$ cat config.mk
export PLATFORM = sky130hd
export DESIGN_NAME = sorted_priority_queue_flat
export DESIGN_NICKNAME = d
export VERILOG_FILES = /design/src/spq_pkg.sv /design/src/spq_req_if.sv /design/src/spq_rsp_if.sv /design/src/sorted_priority_queue.sv /design/src/spq_cell.sv /design/src/flat_wrapper.sv
export SDC_FILE = /design/constraint.sdc
export NUM_CORES = 2
export LEC_CHECK = 0
export BUFFER_PORTS_ARGS = -buffer_cell sky130_fd_sc_hd__clkbuf_2
export CAP_MARGIN = 20
export CORE_MARGIN = 2
export CORE_UTILIZATION = 50
export CTS_CLUSTER_SIZE = 30
export DETAILED_ROUTE_END_ITERATION = 10
export PLACE_DENSITY_LB_ADDON = 0.3
export SLEW_MARGIN = 20
export SYNTH_ARGS = -nofsm -noshare
export SYNTH_HDL_FRONTEND = slang
export SYNTH_SLANG_ARGS = --single-unit
export TNS_END_PERCENT = 5
$ cat constraint.sdc
create_clock -name clk -period 10.9 [get_ports clk]
set_clock_uncertainty 0.15 [all_clocks]
set_input_delay 0.545 -clock clk [delete_from_list [all_inputs] [get_ports clk]]
set_output_delay 0.545 -clock clk [all_outputs]
set_load 0.005 [all_outputs]
$ cat src/spq_pkg.sv
// Shared types and constants of the sorted priority queue.
`default_nettype none

package spq_pkg;

    // Sizes of the queue and of the item fields.
    localparam int QUEUE_DEPTH = 16;
    localparam int TAG_BITS    = 16;
    localparam int PRIO_W      = 32;
    localparam int STATUS_W    = 3;
    localparam int CNT_W       = $clog2(QUEUE_DEPTH + 1);
    localparam int IDX_W       = $clog2(QUEUE_DEPTH);

    // Operation codes carried by an input item.
    typedef enum logic [1:0] {
        OP_ENQUEUE = 2'd0,
        OP_DEQUEUE = 2'd1,
        OP_CHANGE  = 2'd2,
        OP_CLEAR   = 2'd3
    } op_t;

    // Status codes carried by a result item.
    typedef enum logic [STATUS_W-1:0] {
        STAT_OK         = 3'd0,
        STAT_EMPTY      = 3'd1,
        STAT_NOT_FOUND  = 3'd2,
        STAT_NOT_URGENT = 3'd3,
        STAT_FULL       = 3'd4
    } status_t;

    // Sequencer states of the top level.
    typedef enum logic [2:0] {
        S_IDLE,
        S_SCAN,
        S_REMOVE,
        S_INSERT,
        S_DONE
    } state_t;

    // Command broadcast to every cell of the chain.
    typedef enum logic [1:0] {
        CELL_HOLD,
        CELL_INSERT,
        CELL_REMOVE,
        CELL_CLEAR
    } cell_op_t;

    // Contents of one cell.
    typedef struct packed {
        logic                valid;
        logic [TAG_BITS-1:0] tag;
        logic [PRIO_W-1:0]   prio;
    } entry_t;

    // Control group from the sequencer to the cells.
    typedef struct packed {
        cell_op_t            op;
        logic [TAG_BITS-1:0] new_tag;
        logic [PRIO_W-1:0]   new_prio;
        logic [IDX_W-1:0]    pos;
    } cell_ctrl_t;

    // Payload of an input item.
    typedef struct packed {
        op_t                      operation;
        logic [TAG_BITS-1:0]      item_tag;
        logic signed [PRIO_W-1:0] new_priority;
    } req_item_t;

    // Payload of a result item.
    typedef struct packed {
        status_t                  status;
        logic [TAG_BITS-1:0]      removed_tag;
        logic [TAG_BITS-1:0]      head_tag;
        logic signed [PRIO_W-1:0] head_priority;
        logic [CNT_W-1:0]         entry_count;
        logic                     is_empty;
    } rsp_item_t;

endpackage

`default_nettype wire

$ cat src/spq_req_if.sv
// Request channel of the sorted priority queue.
`default_nettype none

interface spq_req_if
    import spq_pkg::*;
();
    logic      valid;
    logic      ready;
    req_item_t item;

    modport source (output valid, output item, input ready);
    modport sink (input valid, input item, output ready);
endinterface

`default_nettype wire

$ cat src/spq_rsp_if.sv
// Result channel of the sorted priority queue.
`default_nettype none

interface spq_rsp_if
    import spq_pkg::*;
();
    logic      valid;
    logic      ready;
    rsp_item_t item;

    modport source (output valid, output item, input ready);
    modport sink (input valid, input item, output ready);
endinterface

`default_nettype wire

$ cat src/sorted_priority_queue.sv
// Sorted priority queue top level: sequencer, result register and the chain of cells.
//
// The queue holds up to QUEUE_DEPTH tagged entries in a chain of cells kept sorted by
// signed priority, smaller first, with equal priorities in arrival order. Every cell
// compares its own priority with the incoming one, so an insert or a removal shifts the
// chain of all cells at once. Enqueue passes through insert and then done, dequeue through
// remove and then done; clear and any item refused as full or empty go straight to done.
// Change priority scans the tags one cell per cycle through a single shared compare, then
// removes and reinserts the entry when it is found and the new priority is more urgent.
// A result waits in an output register until it is taken. The sequencer returns to idle
// as soon as the result is loaded, so the next item is accepted in the following cycle
// even while that result still waits; only the next result stalls behind it.
`default_nettype none

module sorted_priority_queue
    import spq_pkg::*;
(
    input  wire logic  clk,
    input  wire logic  rst_n,
    spq_req_if.sink    req,
    spq_rsp_if.source  rsp
);

    // Sequencer and item registers.
    state_t              state_reg, state_next;
    logic [CNT_W-1:0]    cnt_reg, cnt_next;
    logic [CNT_W-1:0]    scan_reg, scan_next;
    logic [IDX_W-1:0]    pos_reg, pos_next;
    op_t                 op_reg, op_next;
    logic [TAG_BITS-1:0] tag_reg, tag_next;
    logic [PRIO_W-1:0]   prio_reg, prio_next;
    status_t             status_reg, status_next;
    logic [TAG_BITS-1:0] removed_reg, removed_next;
    logic                out_valid_reg, out_valid_next;
    rsp_item_t           out_reg, out_next;

    // Chain of cells.
    cell_ctrl_t          ctrl;
    entry_t              cell_q [QUEUE_DEPTH];
    logic                behind_q [QUEUE_DEPTH];

    // Scan read port.
    logic [IDX_W-1:0]    scan_idx;
    entry_t              scan_entry;

    assign scan_idx   = scan_reg[IDX_W-1:0];
    assign scan_entry = cell_q[scan_idx];

    genvar gi;
    generate
        for (gi = 0; gi < QUEUE_DEPTH; gi++)
        begin : g_cell
            entry_t left_w;
            entry_t right_w;
            logic   left_behind_w;

            if (gi == 0)
            begin : g_first
                assign left_w        = '0;
                assign left_behind_w = 1'b1;
            end
            else
            begin : g_inner
                assign left_w        = cell_q[gi-1];
                assign left_behind_w = behind_q[gi-1];
            end

            if (gi == QUEUE_DEPTH - 1)
            begin : g_last
                assign right_w = '0;
            end
            else
            begin : g_body
                assign right_w = cell_q[gi+1];
            end

            spq_cell u_cell (
                .clk         (clk),
                .rst_n       (rst_n),
                .ctrl        (ctrl),
                .index       (IDX_W'(gi)),
                .left        (left_w),
                .left_behind (left_behind_w),
                .right       (right_w),
                .entry       (cell_q[gi]),
                .behind      (behind_q[gi])
            );
        end
    endgenerate

    // Items are taken only when the sequencer is idle.
    assign req.ready = (state_reg == S_IDLE);
    assign rsp.valid = out_valid_reg;
    assign rsp.item  = out_reg;

    // Next state, cell commands and result.
    always_comb
    begin
        state_next     = state_reg;
        cnt_next       = cnt_reg;
        scan_next      = scan_reg;
        pos_next       = pos_reg;
        op_next        = op_reg;
        tag_next       = tag_reg;
        prio_next      = prio_reg;
        status_next    = status_reg;
        removed_next   = removed_reg;
        out_valid_next = out_valid_reg;
        out_next       = out_reg;
        ctrl.op        = CELL_HOLD;
        ctrl.new_tag   = tag_reg;
        ctrl.new_prio  = prio_reg;
        ctrl.pos       = pos_reg;

        if (rsp.ready)
        begin
            out_valid_next = 1'b0;
        end

        case (state_reg)
            S_IDLE:
            begin
                if (req.valid)
                begin
                    op_next      = req.item.operation;
                    tag_next     = req.item.item_tag;
                    prio_next    = req.item.new_priority;
                    status_next  = STAT_OK;
                    removed_next = '0;
                    case (req.item.operation)
                        OP_ENQUEUE:
                        begin
                            if (cnt_reg == CNT_W'(QUEUE_DEPTH))
                            begin
                                status_next = STAT_FULL;
                                state_next  = S_DONE;
                            end
                            else
                            begin
                                state_next = S_INSERT;
                            end
                        end
                        OP_DEQUEUE:
                        begin
                            if (cnt_reg == '0)
                            begin
                                status_next = STAT_EMPTY;
                                state_next  = S_DONE;
                            end
                            else
                            begin
                                removed_next = cell_q[0].tag;
                                pos_next     = '0;
                                state_next   = S_REMOVE;
                            end
                        end
                        OP_CHANGE:
                        begin
                            scan_next  = '0;
                            state_next = S_SCAN;
                        end
                        default:
                        begin
                            ctrl.op    = CELL_CLEAR;
                            cnt_next   = '0;
                            state_next = S_DONE;
                        end
                    endcase
                end
            end
            S_SCAN:
            begin
                if (scan_reg >= cnt_reg)
                begin
                    status_next = STAT_NOT_FOUND;
                    state_next  = S_DONE;
                end
                else if (scan_entry.tag == tag_reg)
                begin
                    if ($signed(scan_entry.prio) <= $signed(prio_reg))
                    begin
                        status_next = STAT_NOT_URGENT;
                        state_next  = S_DONE;
                    end
                    else
                    begin
                        pos_next   = scan_idx;
                        state_next = S_REMOVE;
                    end
                end
                else
                begin
                    scan_next = scan_reg + CNT_W'(1);
                end
            end
            S_REMOVE:
            begin
                ctrl.op  = CELL_REMOVE;
                cnt_next = cnt_reg - CNT_W'(1);
                if (op_reg == OP_CHANGE)
                begin
                    state_next = S_INSERT;
                end
                else
                begin
                    state_next = S_DONE;
                end
            end
            S_INSERT:
            begin
                ctrl.op    = CELL_INSERT;
                cnt_next   = cnt_reg + CNT_W'(1);
                state_next = S_DONE;
            end
            S_DONE:
            begin
                if (!out_valid_reg || rsp.ready)
                begin
                    out_valid_next       = 1'b1;
                    out_next.status      = status_reg;
                    out_next.removed_tag = removed_reg;
                    out_next.entry_count = cnt_reg;
                    out_next.is_empty    = (cnt_reg == '0);
                    if (cnt_reg != '0)
                    begin
                        out_next.head_tag      = cell_q[0].tag;
                        out_next.head_priority = cell_q[0].prio;
                    end
                    else
                    begin
                        out_next.head_tag      = '0;
                        out_next.head_priority = '0;
                    end
                    state_next = S_IDLE;
                end
            end
            default:
            begin
                state_next = S_IDLE;
            end
        endcase
    end

    // Control registers.
    always_ff @(posedge clk or negedge rst_n)
    begin
        if (!rst_n)
        begin
            state_reg     <= S_IDLE;
            cnt_reg       <= '0;
            out_valid_reg <= 1'b0;
        end
        else
        begin
            state_reg     <= state_next;
            cnt_reg       <= cnt_next;
            out_valid_reg <= out_valid_next;
        end
    end

    // Payload registers.
    always_ff @(posedge clk)
    begin
        scan_reg    <= scan_next;
        pos_reg     <= pos_next;
        op_reg      <= op_next;
        tag_reg     <= tag_next;
        prio_reg    <= prio_next;
        status_reg  <= status_next;
        removed_reg <= removed_next;
        out_reg     <= out_next;
    end

endmodule

`default_nettype wire

$ cat src/spq_cell.sv
// One cell of the sorted chain: holds one entry and moves it to or from its neighbors.
`default_nettype none

module spq_cell
    import spq_pkg::*;
(
    input  wire logic             clk,
    input  wire logic             rst_n,
    input  wire cell_ctrl_t       ctrl,
    input  wire logic [IDX_W-1:0] index,
    input  wire entry_t           left,
    input  wire logic             left_behind,
    input  wire entry_t           right,
    output      entry_t           entry,
    output      logic             behind
);

    logic                valid_reg;
    logic [TAG_BITS-1:0] tag_reg;
    logic [PRIO_W-1:0]   prio_reg;
    entry_t              entry_reg;
    entry_t              entry_next;

    // Current contents of this cell, gathered from its registers.
    assign entry_reg = '{valid: valid_reg, tag: tag_reg, prio: prio_reg};

    // The new entry goes behind every entry of less or equal priority.
    assign behind = entry_reg.valid &&
                    ($signed(entry_reg.prio) <= $signed(ctrl.new_prio));

    // Next contents of this cell.
    always_comb
    begin
        entry_next = entry_reg;
        case (ctrl.op)
            CELL_INSERT:
            begin
                if (!behind)
                begin
                    if (left_behind)
                    begin
                        entry_next.valid = 1'b1;
                        entry_next.tag   = ctrl.new_tag;
                        entry_next.prio  = ctrl.new_prio;
                    end
                    else
                    begin
                        entry_next = left;
                    end
                end
            end
            CELL_REMOVE:
            begin
                if (index >= ctrl.pos)
                begin
                    entry_next = right;
                end
            end
            CELL_CLEAR:
            begin
                entry_next.valid = 1'b0;
            end
            default:
            begin
                entry_next = entry_reg;
            end
        endcase
    end

    // The valid bit is control state; tag and priority are payload.
    always_ff @(posedge clk or negedge rst_n)
    begin
        if (!rst_n)
        begin
            valid_reg <= 1'b0;
        end
        else
        begin
            valid_reg <= entry_next.valid;
        end
    end

    always_ff @(posedge clk)
    begin
        tag_reg  <= entry_next.tag;
        prio_reg <= entry_next.prio;
    end

    assign entry = entry_reg;

endmodule

`default_nettype wire

$ cat src/flat_wrapper.sv
// flat-port wrapper written by rule: the top's interface ports become plain ports
module sorted_priority_queue_flat import spq_pkg::*;
  (clk, rst_n, req_valid, req_item, req_ready, rsp_valid, rsp_item, rsp_ready);
  spq_req_if req_i ();
  spq_rsp_if rsp_i ();
  input  wire logic clk;
  input  wire logic rst_n;
  input wire logic [$bits(req_i.valid)-1:0] req_valid;
  input wire logic [$bits(req_i.item)-1:0] req_item;
  output wire logic [$bits(req_i.ready)-1:0] req_ready;
  output wire logic [$bits(rsp_i.valid)-1:0] rsp_valid;
  output wire logic [$bits(rsp_i.item)-1:0] rsp_item;
  input wire logic [$bits(rsp_i.ready)-1:0] rsp_ready;
  assign req_i.valid = req_valid;
  assign req_i.item = req_item;
  assign req_ready = req_i.ready;
  assign rsp_valid = rsp_i.valid;
  assign rsp_item = rsp_i.item;
  assign rsp_i.ready = rsp_ready;
  sorted_priority_queue u_core (.clk(clk), .rst_n(rst_n), .req(req_i), .rsp(rsp_i));
endmodule
Word level (Yosys, flattened, before mapping)
Index checks and enable logic that the tools add are counted.
{"block": "totals", "regBits": 944, "inputBits": 54, "word_cells": 348}
{"block": "classes", "eq_ne": 56, "bitwise": 2, "n_lt_le_gt_ge": 35, "reduce_logical": 67, "n_mux": 121, "add_sub_neg": 3}
{"op": "49-bit 2-to-1 mux", "count": 47}
{"op": "48-bit one-hot mux with 2 select lines", "count": 16}
{"op": "32-bit less-or-equal comparator", "count": 17}
{"op": "49-bit binary-select mux with 4-bit select", "count": 1}
{"op": "3-bit AND reduction", "count": 34}
{"op": "48-bit 2-to-1 mux", "count": 2}
{"op": "2-bit inequality test (second input constant)", "count": 38}
{"op": "1-bit one-hot mux with 3 select lines", "count": 16}
{"op": "3-bit 2-to-1 mux", "count": 13}
{"op": "4-bit >= comparator (first input constant)", "count": 8}
{"op": "5-bit 2-to-1 mux", "count": 6}
{"op": "4-bit 2-to-1 mux", "count": 6}
{"op": "16-bit == test", "count": 1}
{"op": "3-bit by 4-bit >= comparator with 1-bit output (first input constant)", "count": 4}
{"op": "1-bit logical AND", "count": 16}
{"op": "3-bit one-hot mux with 5 select lines", "count": 1}
{"op": "5-bit one-hot mux with 3 select lines", "count": 1}
{"op": "3-bit one-hot mux with 2 select lines", "count": 2}
{"op": "5-bit by 1-bit adder with 5-bit output (second input constant)", "count": 2}
{"op": "5-bit one-hot mux with 2 select lines", "count": 1}
{"op": "3-bit one-hot mux with 3 select lines", "count": 1}
{"op": "2-bit == test (second input constant)", "count": 4}
{"op": "1-bit by 4-bit >= comparator with 1-bit output (first input constant)", "count": 2}
{"op": "2-bit by 4-bit >= comparator with 1-bit output (first input constant)", "count": 2}
{"op": "30 further kinds", "count": 43}

Depth between registers and ports, before layout
{"block": "logic_depth", "ltp_word": 9, "depth_mapped": 19, "mapped_depth_nobuf": 13}

Hierarchy
A second synthesis with hierarchy kept.
{"block": "hier_totals", "hier_cells": 6460, "area_unflattened_um2": 68066.5}
{"mod": "spq_cell at u_core.g_cell[0].u_cell ...", "area_each_um2": 3457.1, "seq_area_each_um2": 1466.4, "cells_per_inst": 354, "n_inst": 10}
{"mod": "spq_cell at u_core.g_cell[4].u_cell ...", "area_each_um2": 3457.1, "seq_area_each_um2": 1466.4, "cells_per_inst": 348, "n_inst": 6}
{"mod": "sorted_priority_queue", "area_each_um2": 12753.5, "seq_area_each_um2": 4759.6, "cells_per_inst": 832, "n_inst": 1}

Least setup slack after synthesis
OpenSTA, ideal clock, no wires.
{"block": "synth_path", "path_kind": "register to register", "from": "register u_core.state_reg[2]", "to": "register u_core.g_cell[4].u_cell.prio_reg[0], enable pin", "arrival_time_ps": 7506, "setup_slack_ps": 2719, "n_path_buf": 4, "stages_incl_launch_ff": 15, "required_time_ps": 10224, "period_less_slack_ps": 8181, "cell_sequence": "dfrtp_1 -> clkbuf_1 -> or3_1 -> inv_1 -> nand2_1 -> inv_1 -> and3_1 -> nor2_1 -> ha_1 -> clkbuf_1 -> clkbuf_1 -> clkbuf_1 -> o21ai_0 -> nor2_1 -> a211oi_1"}
{"block": "synth_via", "elab_chain_len": 5, "elab_cells_between_ends": 10, "cone_classes": "eq/ne (6); mux (1); reduce/logical (3)"}
{"element": "start: declaration", "line": "sorted_priority_queue.sv:25", "source": "state_t state_reg, state_next;"}
{"element": "start signal: assignment", "line": "sorted_priority_queue.sv:255", "source": "state_reg <= state_next;"}
{"element": "3-bit zero test *"}
{"element": "via req_ready", "line": "flat_wrapper.sv:10", "source": "output wire logic [$bits(req_i.ready)-1:0] req_ready;"}
{"element": "2-bit one-hot mux with 3 select lines *", "line": "sorted_priority_queue.sv:120", "source": "case (state_reg)"}
{"element": "2-bit == test or 2-bit by 1-bit == test with 1-bit output (tied branches)", "line": "spq_cell.sv:35", "source": "case (ctrl.op)"}
{"element": "2-bit inequality test (no source line) or 2-bit nonzero test (tied branches)"}
{"element": "3-bit AND reduction (no source line) *"}
{"element": "end signal: assignment", "line": "spq_cell.sv:86", "source": "prio_reg <= entry_next.prio;"}
{"element": "end: declaration", "line": "spq_cell.sv:20", "source": "logic [PRIO_W-1:0] prio_reg;"}
Mark *: on every way through the listed nets, which the timed path passes. The rest lies on a longest branch.
A chain may end at the register's enable or synchronous reset.

Worst setup path after layout
{"block": "layout_path", "from": "register u_core.scan_reg[1]", "to": "register u_core.pos_reg[0], enable pin"}
{"block": "layout_via", "elab_chain_len": 7, "elab_cells_between_ends": 11, "cone_classes": "order compare (2); eq/ne (4); mux (3); bitwise (1); reduce/logical (1)"}
{"element": "start: declaration", "line": "sorted_priority_queue.sv:27", "source": "logic [CNT_W-1:0] scan_reg, scan_next;"}
{"element": "start signal: assignment", "line": "sorted_priority_queue.sv:264", "source": "scan_reg <= scan_next;"}
{"element": "4-bit NOT with 5-bit output (implied by the code)", "line": "sorted_priority_queue.sv:47", "source": "assign scan_entry = cell_q[scan_idx];"}
{"element": "49-bit binary-select mux with 4-bit select", "line": "sorted_priority_queue.sv:47"}
{"element": "48-bit 2-to-1 mux (implied by the code) (2 in a row)", "line": "sorted_priority_queue.sv:47"}
{"element": "32-bit less-or-equal comparator or 16-bit == test (tied branches)", "line": "sorted_priority_queue.sv:180, sorted_priority_queue.sv:178"}
{"element": "2-bit inequality test (no source line) or 2-bit by 1-bit inequality test with 1-bit output (tied branches)"}
{"element": "7-bit AND reduction (no source line) *"}
{"element": "end signal: assignment", "line": "sorted_priority_queue.sv:265", "source": "pos_reg <= pos_next;"}
{"element": "end: declaration", "line": "sorted_priority_queue.sv:28", "source": "logic [IDX_W-1:0] pos_reg, pos_next;"}
Mark *: on every way between the ends. The rest lies on a longest branch, timed or not. The select of a mux whose other input is x is not followed.

==> results.md <==
- Status: complete, no violations
- Routed wire length: 240 mm
- Final weighted congestion of routability-driven global placement: 1.02
- All-layer global routing usage: 35.6%
- Initial Utilization: 50.2%
- Largest area contributor in the netlist: sky130_fd_sc_hd__edfxtp_1
- Top cell type's share of synthesized area: 42.5%
- Vertical die dimension: 364 um
- Final critical-path share of the clock period: 71.4%
- Max Cap Viol: 0
- Std-Cell Core Area: 0.129 mm^2
- Static leakage: 28.1 nW
- WP data arrival: 8.03 ns
- Max frequency: 128 MHz
- I/O pin count: 129
- Post-synthesis to final-layout area growth: 9.85%
- Vias per cell: 7.01
- Sequential Area: 0.0282 mm^2
- Largest net degree at the start of global routing: 240
- Antenna-violating nets left: 0
- Worst-path clk slew: 0.07 ns
- CTS Root Cell: sky130_fd_sc_hd__clkbuf_16
- Grt ovf: 0
- Required time of the worst setup path: 11.14 ns
- DR pass1 iterations: 11
- CP startpoint kind: flop
- Share of flip-flops with an asynchronous set or reset after synthesis: 2.65%
- CTS tree: yes
- Sum Neg Setup Slack: 0 ns
- First-pass GRT wire length: 344 mm
- Worst slew pin tran: 1.22 ns
- Sink of the worst hold path: u_core.prio_reg[31]
- Clock tree buffer depth: 3
- Total count of hold-check failures in the final report: 0
- Final Worst Setup Slack: 3.11 ns
- Register-to-register path setup slack: 3.11 ns
- Leading cell types by total area after synthesis: sky130_fd_sc_hd__edfxtp_1 (43%), sky130_fd_sc_hd__ha_1 (11%), sky130_fd_sc_hd__mux4_2 (7.8%)
- Number of design-rule violations left by the first detailed-router iteration: 7,908
- Seq/Total Area, Yosys: 43.5%
- Start point of the worst min-delay path: req_item[31]
- Start-to-end type of the worst setup path: flop to flop
- DP HPWL: 154 mm
- Reg-to-reg startpoint: u_core.scan_reg[1]
- Setup repair after global routing missed its margin: no
- Site row count: 132
- Nets@finish: 6,250
- Ratio of cells with drive above 1 in the final layout: 14.1%
- DR WL/cell: 32.2 um
- Final critical-path required period: 7.79 ns
- Distinct cells, synth: 82
- Number of buffers added on ports: 128
- Number of flip-flops under the largest register name: 512
- Cells on worst reg2reg path: 13
- Dpl ws: 3.63 ns
- Number of clock sinks seen by CTS: 944
- Power Density: 374 mW/mm^2
- Peak supply drop: 383 uV
- Cell depth of the worst hold path: 1
- Number of instances resized during post-cts repair: 0
- Number of global-route vias before repair: 49,000
- Filler Cells Inserted: 11,000
- DRC Markers: 0
- Die X: 364 um
- Ranking of synthesized cells by instance count: sky130_fd_sc_hd__edfxtp_1 (919), sky130_fd_sc_hd__nand2_1 (628), sky130_fd_sc_hd__ha_1 (557)
- Most numerous cell in the Yosys netlist: sky130_fd_sc_hd__edfxtp_1
- Register bit count reported by yosys: 944
- Num CTS Buffers: 108
- Net count after synthesis: 6,291
- Yosys warning count: 0
- Largest driver fanout on the critical path: 64
- H-tree depth: 3
- Multi-input gate area: 0.0345 mm^2
- FF-to-FF End: u_core.pos_reg[0]
- Netlist area before placement: 0.0649 mm^2
- EDFF count, synth: 919
- Number of antenna violations at the first check in global routing: 11
- Endpoints failing setup: 0
- Mean post-synth cell area: 11.4 um^2
- Endpoint kind of the worst setup timing path: flop
- Path category of the worst min-delay check: input pin to flop
- Final hold slack: 0.0740 ns
- Clk_lat worst skew: 0.79 ns
- Leading register cell type out of synthesis: sky130_fd_sc_hd__edfxtp_1
- Via total after detailed routing: 52,400
- Final-report max-slew violation count: 0
- Relative slew margins: 18.4%
- Die ar.: 0.133 mm^2
- Synth Instances: 5,679
## what timing repair did
item                                   CTS  global route
endpoints found under the hold margin   76             0
hold buffers                            52             0
buffers inserted                         0             0
## stage by stage
step	utilization, %	std cells	power (mW)	cell area (um^2)
2_1_floorplan	-	5679	17.0	64900
3_5_place_dp	52.0	7218	22.2	67100
4_1_cts	55.2	7472	26.1	71300
5_1_grt	55.2	7473	27.6	71300
3_3_place_gp	52.0	7218	21.8	67100
6_report	55.2	7476	26.6	71300
## worst max-delay path: stages (launching register included)
cell and delay, ns:
sky130_fd_sc_hd__edfxtp_1 0.36, sky130_fd_sc_hd__buf_4 0.65, sky130_fd_sc_hd__buf_4 0.85, sky130_fd_sc_hd__mux4_2 0.43
sky130_fd_sc_hd__mux4_2 0.50, sky130_fd_sc_hd__ha_1 0.33, sky130_fd_sc_hd__nand4_1 0.45, sky130_fd_sc_hd__nor3_1 1.05
sky130_fd_sc_hd__o21ai_0 0.70, sky130_fd_sc_hd__a21bo_2 0.39, sky130_fd_sc_hd__a31oi_1 0.15, sky130_fd_sc_hd__o21bai_1 0.16
sky130_fd_sc_hd__buf_4 0.19, sky130_fd_sc_hd__o31ai_1 0.91
## how the worst max path moves through the flow
| stage | from | to | cells past startpoint | slack [ns] |
|---|---|---|---|---|
| after global routing | u_core.scan_reg[1] | u_core.pos_reg[0] | 13 | 3.37 |
| after detailed placement | u_core.scan_reg[0] | u_core.pos_reg[2] | 13 | 3.63 |
| after CTS | u_core.scan_reg[0] | u_core.pos_reg[0] | 13 | 3.62 |
| after global placement | u_core.scan_reg[0] | u_core.pos_reg[1] | 13 | 3.57 |
| after floorplan | u_core.state_reg[2] | u_core.g_cell[4].u_cell.prio_reg[0] | 14 | 2.72 |
| final | u_core.scan_reg[1] | u_core.pos_reg[0] | 13 | 3.11 |
## placed cells by master, fill, tap and decap left out, drive strengths merged, types with 110 or more instances in the layout
cell | Yosys | layout
nand4 | 118 | 118
a21oi | 146 | 146
a221o | 189 | 189
nand2 | 628 | 628
nand3 | 131 | 131
ha | 557 | 557
inv | 177 | 179
edfxtp | 919 | 919
o21ai | 393 | 393
mux4 | 225 | 225
nor3b | 192 | 192
a21o | 214 | 214
clkbuf | 345 | 264
mux2i | 374 | 374
nand2b | 110 | 110
nor2 | 156 | 156
## cells by family after synthesis
family	count (synthesis)	share of synthesized area (%)
multiplexers	697	15.3
AND/OR/NAND/NOR	1577	12.4
flip-flops	944	43.5
XOR/XNOR	25	0.337
buffers and inverters	613	3.74
AO/OA/AOI/OAI	1265	14.0
adder cells (fa/ha/maj)	558	10.8
## final cells by class
type | instances | share of cell area [%]
multi-input cells | 4122 | 48.5
flip-flops and latches | 944 | 39.6
clock buffers | 136 | 4.04
well taps | 1742 | 3.06
repair buffers | 285 | 2.85
clock inverters | 66 | 1.05
inverters | 177 | 0.936
diodes | 4 | 0.0140
## power by group
part / internal, mW / switching (mW) / total (mW) / leakage [nW]
clock network: 2.16 / 1.65 / 3.81 / 1.75
logic: 5.33 / 8.67 / 14.0 / 17.5
registers: 6.84 / 1.98 / 8.82 / 8.82
total: 14.3 / 12.3 / 26.6 / 28.1
## layer usage
metal	wire length (um)	global-route usage [%]
met1	91500	47.9
met2	104000	53.0
met4	13400	17.8
met5	84	0
met3	31500	9.46
Power figures use the tool's default switching activity.
